--- config.mk ---
export PLATFORM = sky130hd
export DESIGN_NAME = gnos_div
export DESIGN_NICKNAME = d
export VERILOG_FILES = /design/src/hw/rtl/gnos_div.sv
export SDC_FILE = /design/constraint.sdc
export NUM_CORES = 1
export LEC_CHECK = 0
export BUFFER_PORTS_ARGS = -buffer_cell sky130_fd_sc_hd__buf_2
export CORE_MARGIN = 10
export CORE_UTILIZATION = 25
export CTS_CLUSTER_DIAMETER = 50
export CTS_CLUSTER_SIZE = 8
export DETAILED_ROUTE_END_ITERATION = 12
export PLACE_DENSITY = 0.43
export REMOVE_ABC_BUFFERS = 1
export SETUP_SLACK_MARGIN = 0.02
export SKIP_LAST_GASP = 1
export SLEW_MARGIN = 20
export SYNTH_ARGS = -nofsm -noshare
export SYNTH_HDL_FRONTEND = slang
export SYNTH_SLANG_ARGS = --single-unit
export TNS_END_PERCENT = 100
--- constraint.sdc ---
create_clock -name clk -period 3.9 [get_ports clk]
set_input_delay 0.78 -clock clk [delete_from_list [all_inputs] [get_ports clk]]
set_output_delay 0.78 -clock clk [all_outputs]
set_load 0.01 [all_outputs]
--- src/hw/rtl/gnos_div.sv ---
// Restoring divider with truncation toward zero and Q1.15 saturation.
module gnos_div #(
    parameter int NUM_W = 55,
    parameter int DEN_W = 36
) (
    input  logic                    clk,
    input  logic                    rst_n,
    input  logic                    start,
    input  logic signed [NUM_W-1:0] dividend,
    input  logic [DEN_W-1:0]        divisor,
    output logic                    done,
    output logic signed [15:0]      quot
);

    localparam int CNT_W = $clog2(NUM_W + 1);

    logic               busy_reg;
    logic               done_reg;
    logic [CNT_W-1:0]   cnt_reg;
    logic               neg_reg;
    logic [NUM_W-1:0]   q_reg;
    logic [DEN_W-1:0]   rem_reg;
    logic [DEN_W-1:0]   den_reg;

    logic [DEN_W:0]     rem_sh;
    logic [DEN_W:0]     rem_sub;
    logic               fits;
    logic [NUM_W-1:0]   mag;

    assign mag     = dividend[NUM_W-1] ? (-dividend) : dividend;
    assign rem_sh  = {rem_reg, q_reg[NUM_W-1]};
    assign rem_sub = rem_sh - {1'b0, den_reg};
    assign fits    = (rem_sh >= {1'b0, den_reg});

    always_ff @(posedge clk or negedge rst_n)
    begin
        if (!rst_n)
        begin
            busy_reg <= 1'b0;
            done_reg <= 1'b0;
            cnt_reg  <= '0;
        end
        else
        begin
            done_reg <= 1'b0;
            if (start)
            begin
                busy_reg <= 1'b1;
                cnt_reg  <= '0;
            end
            else if (busy_reg)
            begin
                cnt_reg <= cnt_reg + 1'b1;
                if (cnt_reg == CNT_W'(NUM_W - 1))
                begin
                    busy_reg <= 1'b0;
                    done_reg <= 1'b1;
                end
            end
        end
    end

    always_ff @(posedge clk)
    begin
        if (start)
        begin
            neg_reg <= dividend[NUM_W-1];
            q_reg   <= mag;
            rem_reg <= '0;
            den_reg <= divisor;
        end
        else if (busy_reg)
        begin
            rem_reg <= fits ? rem_sub[DEN_W-1:0] : rem_sh[DEN_W-1:0];
            q_reg   <= {q_reg[NUM_W-2:0], fits};
        end
    end

    always_comb
    begin
        if (neg_reg)
        begin
            quot = (q_reg >= NUM_W'(32768)) ? -16'sd32768 : -$signed(q_reg[15:0]);
        end
        else
        begin
            quot = (q_reg > NUM_W'(32767)) ? 16'sd32767 : $signed(q_reg[15:0]);
        end
    end

    assign done = done_reg;

endmodule

==> impl_metrics.tcl <==
set metrics [dict create \
    synth_common_cells "nor2_1, a21oi_1, edfxtp_1, xor2_1, inv_1" \
    synth_top_family_by_area "compound AO/OA/AOI/OAI gates" \
    p_per_area_nw_per_um2 587 \
    place_area_um2 10200 \
    ant_nets 0 \
    cp-end-kind "output port" \
    hold_viol_final 0 \
    rr_worst_depth 12 \
    r2r-start "den_reg[12]$_DFFE_PP_" \
    vias 7684 \
    first_pass_iters 4 \
    synth_compound_area_frac 0.215 \
    worst_slew_margin_rel 0.365 \
    portBuffers 110 \
    cap_violations 0 \
    floorplan.initialDensity 0.254 \
    fin_cells 1577 \
    syn_to_final_growth_pct 18.9 \
    ys_seq_area_frac 0.406 \
    synth_top_area_cell "edfxtp_1" \
    htreeDepth 4 \
    cp.required_ps 3120 \
    drtIter0Drc 370 \
    synthFlopType "edfxtp_1" \
    overflow 0 \
    synth_edf_count 92 \
    worst-setup-path-type "flip-flop to output port" \
    drive_gt1_frac 0.163 \
    cts.sinks 136 \
    synth.most_common_cell "nor2_1" \
    finalCritPeriodShare 0.935 \
    grt_max_degree 79 \
    muxShareOfSynthArea 0.0276 \
    post_cts_buffers 0 \
    ys_top_cells_by_area "edfxtp_1, dfxtp_1, xor2_1" \
    synth_cell_types 66 \
    track_usage 0.117 \
    synth_area_per_cell_um2 9.14 \
    synth_top_area_frac 0.304 \
    cts_resized 0 \
    cts_tree "done" \
    post-place-ws_ps 37.4 \
    antenna_found_initial 12 \
    ys_warn_count 0 \
    setup_tns_ps 0 \
    die_y_um 211 \
    peakVddDrop_uv 335 \
    final.min_clock_period_ps 3650 \
    ioPinCount 111 \
    insertion_delay_ps 430 \
    place_congestion 0.789 \
    cts_inserted_buffers 17 \
    synth_xor_area_frac 0.0829 \
    setup_viol 0 \
    fin_area_um2 10800 \
    tightestPinTransition_ps 953 \
    largest_reg_flops 55 \
    cts_root_buf "clkbuf_16" \
    hold_buffers 0 \
    min-delay-path-class "input pin to async pin" \
    placedCellCount 1542 \
    synth-seq-cells 136 \
    status "finished clean" \
    start_kind "flip-flop" \
    arrival_ps 2870 \
    yosys.area_share.simple 0.165 \
    path_clk_slew_ps 60 \
    worstPathMaxFanout 10 \
    wl_um 25700 \
    regToRegSetupSlack_ps 500 \
    fin_worst_hold_slack_ps 193 \
    max_freq_mhz 274 \
    num_rows 69 \
    hpwlAfterDp_um 19200 \
    die_area_um2 44400 \
    async_flop_share 0.0588 \
    p_leak_nw 4.50 \
    timing.final.ws_setup_ps 253 \
    avgRoutedWirePerCell_um 16.3 \
    syn_area_um2 9080 \
    syn_inst 994 \
    grt_pass1_wl_um 42000 \
    dieWidth_um 211 \
    synthAdderAreaFrac 0.0587 \
    core_um2 35700 \
    slew_viol_final 0 \
    vias_per_cell 4.87 \
    r2r_end "rem_reg[28]$_SDFFE_PP0P_" \
    grt_pass1_vias 7813 \
    cts_max_path_buffers 2 \
    fin_skew_ps 10.5 \
    drc 0 \
    nets 1236 \
    rsz0062_at_grt "false" \
]
## layout by cell type (no fill, tap or decap), drive strengths merged, types with 8 or more instances in the layout
master / n
o21a: 8
a31oi: 11
nand4: 15
o31ai: 21
a21boi: 8
o21ai: 30
a21o: 31
o41ai: 12
a211oi: 27
dfrtp: 8
dfxtp: 36
nand3: 18
nor3: 13
buf: 132
ha: 41
inv: 62
nand2: 48
clkbuf: 20
nor2: 122
or3: 17
or4: 10
mux2i: 25
xnor2: 23
xor2: 63
edfxtp: 92
nor4: 18
clkinv: 11
a21oi: 110
## cell type report
type,instances,area [um2]
inverter,64,240
timing repair buffer,132,734
tap,461,577
clock buffer,20,437
clock inverter,12,109
sequential,136,3680
fill,3863,24900
antenna,3,7.51
multi-input combinational,749,5010
## layer usage
metal / track usage / up-vias / routed length [um]
met5: 0 / - / 103
met4: 0.0257 / 16 / 216
met3: 0.0383 / 27 / 1410
met2: 0.189 / 126 / 12000
met1: 0.148 / 3625 / 12000
li1: - / 3890 / -
## how the worst max path moves through the flow
stage	cells after the start	startpoint	end
6_report	10	q_reg[54]$_DFFE_PP_	quot[14]
5_1_grt	10	q_reg[54]$_DFFE_PP_	quot[14]
4_1_cts	8	q_reg[2]$_DFFE_PP_	quot[13]
3_5_place_dp	10	dividend[19]	q_reg[51]$_DFFE_PP_
3_3_place_gp	10	dividend[13]	q_reg[51]$_DFFE_PP_
2_1_floorplan	10	den_reg[4]$_DFFE_PP_	rem_reg[24]$_SDFFE_PP0P_
## worst max-delay path: stages, from the launching register on
cell and delay (ps):
edfxtp_1 410, buf_4 170, nor4_1 340, nand4_1 160
or3_1 450, nor3_1 290, buf_4 230, a31oi_1 50
nor2_1 110, a21oi_1 70, buf_2 160
## power breakdown
part / internal (mW) / leakage (nW) / switching, mW
Combinational: 1.20 / 2.91 / 1.49
Clock: 0.927 / 0.270 / 0.635
Sequential: 1.85 / 1.32 / 0.229
Total: 3.98 / 4.50 / 2.35
## per-stage QoR
step,utilization,power [mW]
2_1_floorplan,-,4.10
3_3_place_gp,0.286,4.81
3_5_place_dp,0.286,4.82
4_1_cts,0.302,6.43
5_1_grt,0.302,6.83
6_report,0.302,6.34
## logic make-up after synthesis
family	count (synthesis)
AND/OR/NAND/NOR	297
XOR/XNOR	86
flip-flops	136
AO/OA/AOI/OAI	299
adder cells (fa/ha/maj)	42
multiplexers	25
buffers and inverters	109
Power figures use the tool's default switching activity.
